$ cat src/rtl/fba_pkg.sv
// fba_pkg: shared types and constants for the frame bitmap allocator.
// Field widths, operation codes and status codes. No dependencies.
package fba_pkg;

  localparam int unsigned FUNC_W   = 2;
  localparam int unsigned FRAME_W  = 10;
  localparam int unsigned STATUS_W = 2;
  localparam int unsigned COUNT_W  = 11;

  localparam logic [COUNT_W-1:0] COUNT_RESET = 11'd1024;

  typedef enum logic [FUNC_W-1:0] {
    FUNC_MARK  = 2'd0,
    FUNC_FREE  = 2'd1,
    FUNC_QUERY = 2'd2,
    FUNC_ALLOC = 2'd3
  } func_e;

  typedef enum logic [STATUS_W-1:0] {
    STAT_OK    = 2'd0,
    STAT_RANGE = 2'd1,
    STAT_USED  = 2'd2,
    STAT_FULL  = 2'd3
  } status_e;

endpackage

$ cat src/rtl/frame_bitmap_allocator.sv
// Frame bitmap allocator: used/free bitmap in one synchronous word memory.
// Mark, free and query read the frame's word; an allocate scans words from
// word 0 until it finds a free frame or reaches the last word below the count.
// One transaction in flight at a time; the output register lets a new one start
// while the last result waits. After reset a clearing pass zeroes the bitmap,
// one word per cycle, before the first input is taken.
// Depends on fba_pkg.
module frame_bitmap_allocator
  import fba_pkg::*;
#(
  parameter int unsigned MAX_FRAMES = 1024,
  parameter int unsigned WORD_BITS  = 64
) (
  input  logic                clk_i,
  input  logic                rst_ni,
  // configuration
  input  logic                frame_count_we_i,
  input  logic [COUNT_W-1:0]  frame_count_i,
  // request channel
  input  logic                in_valid_i,
  output logic                in_ready_o,
  input  logic [FUNC_W-1:0]   func_i,
  input  logic [FRAME_W-1:0]  frame_i,
  // result channel
  output logic                out_valid_o,
  input  logic                out_ready_i,
  output logic [STATUS_W-1:0] status_o,
  output logic                used_o,
  output logic [FRAME_W-1:0]  granted_frame_o
);

  localparam int unsigned NUM_WORDS = (MAX_FRAMES + WORD_BITS - 1) / WORD_BITS;
  localparam int unsigned AW = (NUM_WORDS > 1) ? $clog2(NUM_WORDS) : 1;
  localparam int unsigned BW = $clog2(WORD_BITS);
  localparam int unsigned CW = ($clog2(MAX_FRAMES + 1) > COUNT_W) ?
                               $clog2(MAX_FRAMES + 1) : COUNT_W;
  localparam int unsigned XW = CW + 1;
  localparam logic [AW-1:0] LAST_WORD = AW'(NUM_WORDS - 1);

  // controller states
  localparam logic [1:0] ST_CLEAR = 2'd0;
  localparam logic [1:0] ST_IDLE  = 2'd1;
  localparam logic [1:0] ST_BUSY  = 2'd2;

  logic [1:0]           state_q, state_d;
  logic [COUNT_W-1:0]   frame_count_q;
  logic [FUNC_W-1:0]    op_func_q;
  logic [FRAME_W-1:0]   op_frame_q;
  logic [BW-1:0]        op_bit_q;
  logic [AW-1:0]        rd_addr_q, rd_addr_d;
  logic                 rd_en;

  // bitmap memory, registered read
  logic [WORD_BITS-1:0] mem_q [NUM_WORDS];
  logic [WORD_BITS-1:0] rdata_q;
  logic                 wr_en;
  logic [AW-1:0]        wr_addr;
  logic [WORD_BITS-1:0] wr_data;

  // result register
  logic                 out_valid_q, out_valid_d;
  logic [STATUS_W-1:0]  status_q, status_d;
  logic                 used_q, used_d;
  logic [FRAME_W-1:0]   granted_q, granted_d;

  logic [CW-1:0]        eff_count;
  logic [XW-1:0]        word_base;
  logic [XW-1:0]        word_rem;
  logic [XW-1:0]        alloc_frame;
  logic [WORD_BITS-1:0] valid_mask;
  logic [WORD_BITS-1:0] avail;
  logic [BW-1:0]        ff_idx;
  logic                 ff_hit;
  logic                 scan_last;
  logic                 frame_ok;
  logic                 cur_bit;
  logic                 out_free;
  logic                 fire;

  // count saturates at the bitmap size
  assign eff_count = (CW'(frame_count_q) > CW'(MAX_FRAMES)) ?
                     CW'(MAX_FRAMES) : CW'(frame_count_q);

  // frames covered by the word now in rdata_q
  assign word_base = XW'(rd_addr_q) * XW'(WORD_BITS);
  assign word_rem  = XW'(eff_count) - word_base;
  assign scan_last = (word_base + XW'(WORD_BITS)) >= XW'(eff_count);

  always_comb begin
    if (word_base >= XW'(eff_count)) begin
      valid_mask = '0;
    end else if (word_rem >= XW'(WORD_BITS)) begin
      valid_mask = '1;
    end else begin
      valid_mask = (WORD_BITS'(1) << word_rem[BW-1:0]) - WORD_BITS'(1);
    end
  end

  assign avail = ~rdata_q & valid_mask;

  // lowest free frame in the word
  always_comb begin
    ff_idx = '0;
    for (int i = WORD_BITS - 1; i >= 0; i--) begin
      if (avail[i]) begin
        ff_idx = BW'(i);
      end
    end
  end

  assign ff_hit      = |avail;
  assign alloc_frame = word_base + XW'(ff_idx);
  assign frame_ok    = XW'(op_frame_q) < XW'(eff_count);
  assign cur_bit     = rdata_q[op_bit_q];
  assign out_free    = !out_valid_q || out_ready_i;

  assign in_ready_o = (state_q == ST_IDLE);

  // controller: issue reads, finish an op once the result slot is free
  always_comb begin
    state_d     = state_q;
    rd_en       = 1'b0;
    rd_addr_d   = rd_addr_q;
    wr_en       = 1'b0;
    wr_addr     = rd_addr_q;
    wr_data     = rdata_q;
    fire        = 1'b0;
    status_d    = STAT_OK;
    used_d      = 1'b0;
    granted_d   = '0;
    out_valid_d = out_valid_q && !out_ready_i;

    unique case (state_q)
      ST_CLEAR: begin
        wr_en   = 1'b1;
        wr_data = '0;
        if (rd_addr_q == LAST_WORD) begin
          rd_addr_d = '0;
          state_d   = ST_IDLE;
        end else begin
          rd_addr_d = rd_addr_q + AW'(1);
        end
      end
      ST_IDLE: begin
        if (in_valid_i) begin
          rd_en   = 1'b1;
          state_d = ST_BUSY;
          if (func_i == FUNC_ALLOC) begin
            rd_addr_d = '0;
          end else begin
            rd_addr_d = AW'(frame_i / WORD_BITS);
          end
        end
      end
      ST_BUSY: begin
        unique case (op_func_q)
          FUNC_ALLOC: begin
            if (ff_hit) begin
              status_d  = STAT_OK;
              granted_d = alloc_frame[FRAME_W-1:0];
              wr_data   = rdata_q | (WORD_BITS'(1) << ff_idx);
              fire      = out_free;
              wr_en     = out_free;
            end else if (scan_last) begin
              status_d = STAT_FULL;
              fire     = out_free;
            end else begin
              // next word
              rd_en     = 1'b1;
              rd_addr_d = rd_addr_q + AW'(1);
            end
          end
          FUNC_MARK: begin
            fire = out_free;
            if (!frame_ok) begin
              status_d = STAT_RANGE;
            end else if (cur_bit) begin
              status_d = STAT_USED;
            end else begin
              wr_data = rdata_q | (WORD_BITS'(1) << op_bit_q);
              wr_en   = out_free;
            end
          end
          FUNC_FREE: begin
            fire = out_free;
            if (!frame_ok) begin
              status_d = STAT_RANGE;
            end else begin
              wr_data = rdata_q & ~(WORD_BITS'(1) << op_bit_q);
              wr_en   = out_free;
            end
          end
          FUNC_QUERY: begin
            fire = out_free;
            if (!frame_ok) begin
              status_d = STAT_RANGE;
            end else begin
              used_d = cur_bit;
            end
          end
          default: begin
            fire = out_free;
          end
        endcase
        if (fire) begin
          out_valid_d = 1'b1;
          state_d     = ST_IDLE;
        end
      end
      default: begin
        state_d = ST_IDLE;
      end
    endcase
  end

  always_ff @(posedge clk_i or negedge rst_ni) begin
    if (!rst_ni) begin
      state_q       <= ST_CLEAR;
      rd_addr_q     <= '0;
      frame_count_q <= COUNT_RESET;
      out_valid_q   <= 1'b0;
    end else begin
      state_q     <= state_d;
      rd_addr_q   <= rd_addr_d;
      out_valid_q <= out_valid_d;
      if (frame_count_we_i) begin
        frame_count_q <= frame_count_i;
      end
    end
  end

  // operand and result payload
  always_ff @(posedge clk_i) begin
    if (in_valid_i && in_ready_o) begin
      op_func_q  <= func_i;
      op_frame_q <= frame_i;
      op_bit_q   <= BW'(frame_i % WORD_BITS);
    end
    if (fire) begin
      status_q  <= status_d;
      used_q    <= used_d;
      granted_q <= granted_d;
    end
  end

  // bitmap memory
  always_ff @(posedge clk_i) begin
    if (wr_en) begin
      mem_q[wr_addr] <= wr_data;
    end
    if (rd_en) begin
      rdata_q <= mem_q[rd_addr_d];
    end
  end

  assign out_valid_o     = out_valid_q;
  assign status_o        = status_q;
  assign used_o          = used_q;
  assign granted_frame_o = granted_q;

  // no memory write while waiting for a request
  assert property (@(posedge clk_i) disable iff (!rst_ni)
    wr_en |-> (state_q != ST_IDLE))
    else $error("bitmap written while idle");

  // a result is only loaded into a free slot
  assert property (@(posedge clk_i) disable iff (!rst_ni)
    fire |-> (!out_valid_q || out_ready_i))
    else $error("result overwrote a pending result");

  // a granted frame lies below the effective count
  assert property (@(posedge clk_i) disable iff (!rst_ni)
    (fire && (op_func_q == FUNC_ALLOC) && ff_hit) |-> (alloc_frame < XW'(eff_count)))
    else $error("allocate granted a frame out of range");

  // clearing pass runs to the last word before taking requests
  assert property (@(posedge clk_i) disable iff (!rst_ni)
    ((state_q == ST_CLEAR) && (rd_addr_q != LAST_WORD)) |=> (state_q == ST_CLEAR))
    else $error("clearing pass cut short");

endmodule

$ cat config.mk
export PLATFORM = sky130hd
export DESIGN_NAME = frame_bitmap_allocator
export DESIGN_NICKNAME = d
export VERILOG_FILES = /design/src/rtl/fba_pkg.sv /design/src/rtl/frame_bitmap_allocator.sv
export SDC_FILE = /design/constraint.sdc
export NUM_CORES = 2
export LEC_CHECK = 0
export BUFFER_PORTS_ARGS = -buffer_cell sky130_fd_sc_hd__buf_2
export CORE_UTILIZATION = 35
export DETAILED_ROUTE_END_ITERATION = 8
export GPL_TIMING_DRIVEN = 0
export PLACE_DENSITY = 0.59
export SYNTH_ARGS = -nofsm -noshare
export SYNTH_HDL_FRONTEND = slang
export SYNTH_SLANG_ARGS = --single-unit
$ cat constraint.sdc
create_clock -name clk_i -period 27.2 [get_ports clk_i]
set_clock_uncertainty 0.2 [all_clocks]
set_input_delay 1.36 -clock clk_i [delete_from_list [all_inputs] [get_ports clk_i]]
set_output_delay 1.36 -clock clk_i [all_outputs]
set_load 0.02 [all_outputs]
# Word-level counts from Yosys, hierarchy flattened
# Memories as Yosys holds them, arrays and structs flattened. A register that Yosys moved wholly into a read port is not among the register bits.
# Cells that the tools add are included.
[op_classes] n_addsub=5 n_lt_le_gt_ge=6 n_eq_ne=10 n_shift=3 n_mux=112 bitwise_logic=6 reduce_logical=13
[ops] cell="2-to-1 mux 6 bit" count=64
[ops] cell="2-to-1 mux 64 bit" count=6
[ops] cell="case mux 64 bit (3 select lines)" count=1
[ops] cell="left shift 1 x 6 -> 64 bit (first input constant)" count=3
[ops] cell="AND 64 bit" count=2
[ops] cell="inverter 64 bit" count=2
[ops] cell="bitwise OR 64 bit" count=2
[ops] cell="case mux 64 bit (2 select lines)" count=1
[ops] cell="OR reduction 64 bit" count=1
[ops] cell="subtractor 64 x 2 -> 64 bit (second input constant)" count=1
[ops] cell="2-to-1 mux 4 bit" count=6
[ops] cell="2-to-1 mux 1 bit" count=18
[ops] cell="2-to-1 mux 2 bit" count=7
[ops] cell=">= comparator 12 x 7 -> 1 bit (second input constant)" count=1
[ops] cell="case mux 2 bit (3 select lines)" count=2
[ops] cell="case mux 4 bit (3 select lines)" count=1
[ops] cell="subtractor 11 x 10 -> 12 bit" count=1
[ops] cell="adder 10 x 7 -> 11 bit (second input constant)" count=1
[ops] cell=">= comparator 10 x 11 -> 1 bit" count=1
[ops] cell=">= comparator 11 bit" count=1
[ops] cell="> comparator 11 bit (second input constant)" count=1
[ops] cell="< comparator 10 x 11 -> 1 bit" count=1
[ops] cell="2-to-1 mux 11 bit" count=1
[ops] cell="adder 10 x 6 -> 10 bit" count=1
[ops] cell="16 further kinds" count=29
[totals] reg_bits=49 ram_bits=1024 in_bits=28 out_inout_bits=15 n_memories=1
[mem_list] memory="mem_q" depth=16 word_bits=64 rd=1 rd_ports_with_merged_regs=1 wr=1 line_no="frame_bitmap_allocator.sv:54" text="logic [WORD_BITS-1:0] mem_q [NUM_WORDS];"

# Longest topological paths before layout
[depth] word_depth=77 ltp_mapped=27

# Worst setup path before layout
# Ideal clock, no wire load.
[synth_path] path_kind="reg-to-reg" startpoint="register frame_count_q[10]" endpoint="register rdata_q[0], read port of mem_q (enable)" t_arrival_ns=8.906 setup_slack_ns=17.510 stages_incl_launch_ff=21 period_less_slack_ns=9.690 cell_sequence="dfstp_2 > inv_1 > clkbuf_1 > nand2_1 > ha_1 > inv_1 > fa_1 > nand3_1 > nor4b_1 > or2_2 > clkbuf_1 > clkbuf_1 > a31oi_1 > o21ai_0 > o311ai_0 > nor4_1 > and4_4 > and3_1 > buf_6 > nand2_1 > a21boi_0"
[synth_via] elab_chain_len=12 elab_cells_between_ends=20 classes_between="add/sub: 2; order compare: 4; shift: 1; mux: 11; bitwise: 1; reduce/logical: 1"
[synth_lines] element="start: declaration" line_no="frame_bitmap_allocator.sv:46" text="logic [COUNT_W-1:0] frame_count_q;"
[synth_lines] element="start signal: assignment" line_no="frame_bitmap_allocator.sv:227" text="frame_count_q <= frame_count_i;"
[synth_lines] element="> comparator 11 bit" line_no="frame_bitmap_allocator.sv:81" text="assign eff_count = (CW'(frame_count_q) > CW'(MAX_FRAMES)) ?"
[synth_lines] element="2-to-1 mux 11 bit *" line_no="frame_bitmap_allocator.sv:81"
[synth_lines] element="subtractor 11 x 10 -> 12 bit" line_no="frame_bitmap_allocator.sv:86" text="assign word_rem = XW'(eff_count) - word_base;"
[synth_lines] element="left shift 1 x 6 -> 64 bit" line_no="frame_bitmap_allocator.sv:95" text="valid_mask = (WORD_BITS'(1) << word_rem[BW-1:0]) - WORD_BITS'(1);"
[synth_lines] element="subtractor 64 x 2 -> 64 bit" line_no="frame_bitmap_allocator.sv:95"
[synth_lines] element="2-to-1 mux 64 bit" line_no="frame_bitmap_allocator.sv:92" text="end else if (word_rem >= XW'(WORD_BITS)) begin"
[synth_lines] element="2-to-1 mux 64 bit" line_no="frame_bitmap_allocator.sv:90" text="if (word_base >= XW'(eff_count)) begin"
[synth_lines] element="AND 64 bit" line_no="frame_bitmap_allocator.sv:99" text="assign avail = ~rdata_q & valid_mask;"
[synth_lines] element="OR reduction 64 bit" line_no="frame_bitmap_allocator.sv:111" text="assign ff_hit = |avail;"
[synth_lines] element="2-to-1 mux 1 bit *" line_no="frame_bitmap_allocator.sv:158" text="if (ff_hit) begin"
[synth_lines] element="2-to-1 mux 1 bit *" line_no="frame_bitmap_allocator.sv:156" text="unique case (op_func_q)"
[synth_lines] element="case mux 1 bit (2 select lines) *" line_no="frame_bitmap_allocator.sv:133" text="unique case (state_q)"
[synth_lines] element="via rd_en" line_no="frame_bitmap_allocator.sv:51" text="logic rd_en;"
[synth_lines] element="end: declaration" line_no="frame_bitmap_allocator.sv:55" text="logic [WORD_BITS-1:0] rdata_q;"
# The timed path passes the listed nets; every way through them passes the cells marked *.
# A chain may end at the register's enable or synchronous reset.

# Final worst setup path
[layout_path] startpoint="register frame_count_q[10]" endpoint="register rdata_q[2], read port of mem_q, data pin"
[layout_via] elab_chain_len=12 elab_cells_between_ends=20 classes_between="add/sub: 2; order compare: 4; shift: 1; mux: 11; bitwise: 1; reduce/logical: 1"
[layout_lines] element="> comparator 11 bit" line_no="frame_bitmap_allocator.sv:81"
[layout_lines] element="2-to-1 mux 11 bit *" line_no="frame_bitmap_allocator.sv:81"
[layout_lines] element="subtractor 11 x 10 -> 12 bit" line_no="frame_bitmap_allocator.sv:86"
[layout_lines] element="left shift 1 x 6 -> 64 bit" line_no="frame_bitmap_allocator.sv:95"
[layout_lines] element="subtractor 64 x 2 -> 64 bit" line_no="frame_bitmap_allocator.sv:95"
[layout_lines] element="2-to-1 mux 64 bit" line_no="frame_bitmap_allocator.sv:92"
[layout_lines] element="2-to-1 mux 64 bit" line_no="frame_bitmap_allocator.sv:90"
[layout_lines] element="AND 64 bit" line_no="frame_bitmap_allocator.sv:99"
[layout_lines] element="OR reduction 64 bit" line_no="frame_bitmap_allocator.sv:111"
[layout_lines] element="2-to-1 mux 4 bit *" line_no="frame_bitmap_allocator.sv:158"
[layout_lines] element="2-to-1 mux 4 bit *" line_no="frame_bitmap_allocator.sv:156"
[layout_lines] element="case mux 4 bit (3 select lines) *" line_no="frame_bitmap_allocator.sv:133"
[layout_lines] element="via rd_addr_d[1]" line_no="frame_bitmap_allocator.sv:50" text="logic [AW-1:0] rd_addr_q, rd_addr_d;"
# Marked as above.

==> results.json <==
{
  "holdBufCountCts": 0,
  "synth_top_cells_by_area": "edfxtp_1 64%, nand2_1 4.7%, nor2_1 4.1%, mux2i_1 3.8%, o21ai_0 2.5%",
  "rsz0062_at_grt": "false",
  "crit_type": "flip-flop to flip-flop",
  "cts_setup_buffers": 0,
  "seq_power_share": 0.337,
  "syn_nets": 4440,
  "place_congestion": 1.02,
  "drc": 0,
  "row_count": 141,
  "fin_tns_setup_ns": 0,
  "routedWlPerCell_um": 28.3,
  "grt_pass1_wl_um": 271000,
  "finalMaxSlewViolations": 17,
  "clock_tree.root_cell": "clkbuf_16",
  "period_minus_slack_ns": 9.80,
  "initial_utilization": 0.354,
  "finalWirelength_um": 189000,
  "pwr-share-clk": 0.206,
  "synth_edf_count": 1113,
  "vias": 38360,
  "io_buffers": 42,
  "insertion_delay_ns": 0.79,
  "yosysUniqueCellTypes": 102,
  "nNetsFinal": 4720,
  "core-area_mm2": 0.148,
  "hold_depth": 1,
  "p_leak_nw": 20.2,
  "synth_ff_type": "edfxtp_1",
  "power_density_mw_per_mm2": 127,
  "vdd_drop_max_mv": 0.0692,
  "status": "finished with violations",
  "dp_hpwl_um": 141000,
  "setup_viol": 0,
  "pwr-share-comb": 0.457,
  "cp.arrival_ns": 10.03,
  "hold_viol_final": 0,
  "ys_ff_latch": 1131,
  "die_h_um": 389,
  "syn_area_mm2": 0.0523,
  "slew_headroom": -0.0155,
  "violations": "max-capacitance violations, max-slew violations",
  "post_synth.cell_area_avg_um2": 12.0,
  "drive_gt1_frac": 0.134,
  "drv_cap": 1,
  "worstRegToRegCells": 22,
  "cts_tree": "yes",
  "yosysMostFrequentCell": "edfxtp_1",
  "cts_max_level": 3,
  "synth-async-reset-ratio": 0.0159,
  "endpoint_kind": "flip-flop",
  "numCtsBuffers": 118,
  "clockBufferDepth": 3,
  "crit_path_start_kind": "flip-flop",
  "synthCells": 4380,
  "required_ns": 27.43,
  "cts.clk_slew.worst_paths_ns": 0.07,
  "antenna_found_initial": 13,
  "min_path_type": "flip-flop to flip-flop",
  "switching_share": 0.434,
  "syn2layout_area_growth_pct": 15.9,
  "drt_first_pass_iters": 6,
  "die_w_um": 389,
  "vias_per_cell": 5.73,
  "grt_usage": 0.248,
  "drtIter0Drc": 4405,
  "power.internal_mw": 4.35,
  "grt_pass1_vias": 37063,
  "synth.top_cells.by_count": "1,113 x edfxtp_1, 662 x nand2_1, 565 x nor2_1, 258 x o21ai_0, 232 x nand3_1",
  "switchingPower_mw": 3.34,
  "cts_resized": 0,
  "fmax_mhz": 102,
  "dieArea_mm2": 0.151,
  "grt_max_degree": 31,
  "ios": 43,
  "synth.largest_area_cell": "edfxtp_1",
  "worst_pin_slew_ns": 1.52,
  "overflow": 0,
  "synth_top_cell_area_share": 0.638,
  "totalPowerFinal_mw": 7.70,
  "worstPathMaxFanout": 10,
  "timing.final.crit_share": 0.360,
  "antenna_left": 0,
  "yosysWarnings": 0,
  "yosysSeqAreaShare": 0.647,
  "clock_sinks": 1131
}
-- path summary, 6_finish.rpt --
path	start	endpoint	slack [ns]
min reg2reg	frame_count_q[9]	frame_count_q[9]	0.31
max in group asynchronous	rst_ni	frame_count_q[10]	26.07
min	frame_count_q[9]	frame_count_q[9]	0.31
max reg2reg	frame_count_q[10]	rdata_q[2]	17.40
min in group asynchronous	rst_ni	out_valid_o	0.38
max	frame_count_q[10]	rdata_q[2]	17.40
-- worst max-delay path, stage by stage (launching register included) --
cell,delay (ns)
dfstp_2,0.62
inv_1,0.19
clkbuf_1,0.37
nand2_1,0.28
ha_1,0.23
inv_1,0.07
fa_1,0.44
xor2_1,0.18
nor3_1,0.23
nand3_1,0.40
nor2_1,0.81
clkbuf_1,0.78
a211oi_1,0.21
or3b_2,0.60
nor3_2,0.62
and3_1,0.28
buf_6,0.15
a21oi_1,0.07
o2bb2ai_1,0.59
inv_2,0.24
nand2_1,0.85
clkbuf_1,0.75
o221ai_1,0.31
-- cell type report --
type                       count  area (um^2)
timing repair buffer         160         1620
multi-input combinational   2903        17300
clock inverter                75          723
sequential                  1131        33900
clock buffer                 149         3090
fill                       13747        87300
antenna                        3         7.51
tap                         1930         2410
inverter                      37          141
buffer                       309         1510
-- routing by layer --
metal	part of all wire	GRT usage	vias to the layer above
li1	-	-	17051
met1	0.43	0.339	19184
met2	0.45	0.379	1733
met3	0.074	0.0408	390
met4	0.054	0.126	2
met5	0.000037	0	-
-- power by group through the flow --
stage | clock, mW | sequential (mW) | combinational (mW)
floorplan | 0 | 2.55 | 1.95
CTS | 1.61 | 2.58 | 3.49
detailed placement | 0 | 2.61 | 3.47
global route | 1.68 | 2.59 | 3.74
finish | 1.59 | 2.60 | 3.52
global placement | 0 | 2.68 | 3.27
-- stage by stage --
stage	std cells	cell area (um^2)	worst slack [ns]	utilization	hold slack (ns)
global route	6694	60700	17.50	0.410	0.327
finish	6697	60700	17.40	0.410	0.312
detailed placement	6470	56900	17.66	0.384	0.300
CTS	6694	60700	17.67	0.410	0.313
floorplan	4380	52300	17.51	-	0.281
global placement	6352	55000	10.73	0.371	0.297
-- flip-flops by register name, indices dropped and copies added, names as in the netlist, 2 cells and up --
name	flops
rdata_q	64
rd_addr_q	4
op_func_q	2
frame_count_q	11
granted_frame_o	10
status_o	2
state_q	2
op_frame_q	10
mem_q	1024
-- cells in the final DEF, fill, tap and decap left out, types with 16 or more instances in the layout --
| cell | n |
|---|---|
| nor2_1 | 551 |
| a31oi_1 | 28 |
| buf_4 | 59 |
| edfxtp_1 | 1113 |
| a2111oi_2 | 26 |
| a21boi_0 | 24 |
| or3_1 | 19 |
| a21oi_1 | 136 |
| nand4_1 | 16 |
| buf_12 | 26 |
| nor2b_1 | 19 |
| a2111oi_0 | 35 |
| clkinv_2 | 24 |
| buf_6 | 54 |
| nor3_1 | 59 |
| nand2b_1 | 18 |
| clkbuf_16 | 119 |
| o221ai_1 | 78 |
| a32oi_1 | 67 |
| nand3_1 | 232 |
| nand2_1 | 662 |
| ha_1 | 31 |
| o21ai_0 | 257 |
| mux4_2 | 21 |
| nor4_2 | 16 |
| nand3b_1 | 69 |
| buf_2 | 160 |
| mux2i_1 | 197 |
| o31ai_1 | 16 |
| dfrtp_1 | 17 |
| inv_1 | 34 |
| a21o_1 | 23 |
| clkinv_1 | 26 |
| clkbuf_1 | 181 |
-- logic make-up after synthesis --
family / share of synthesized area
adder cells (fa/ha/maj): 0.00779
AND/OR/NAND/NOR: 0.153
flip-flops: 0.647
AO/OA/AOI/OAI: 0.109
multiplexers: 0.0486
buffers and inverters: 0.0315
XOR/XNOR: 0.00251
Note: power is estimated with default switching activity, not from simulation.
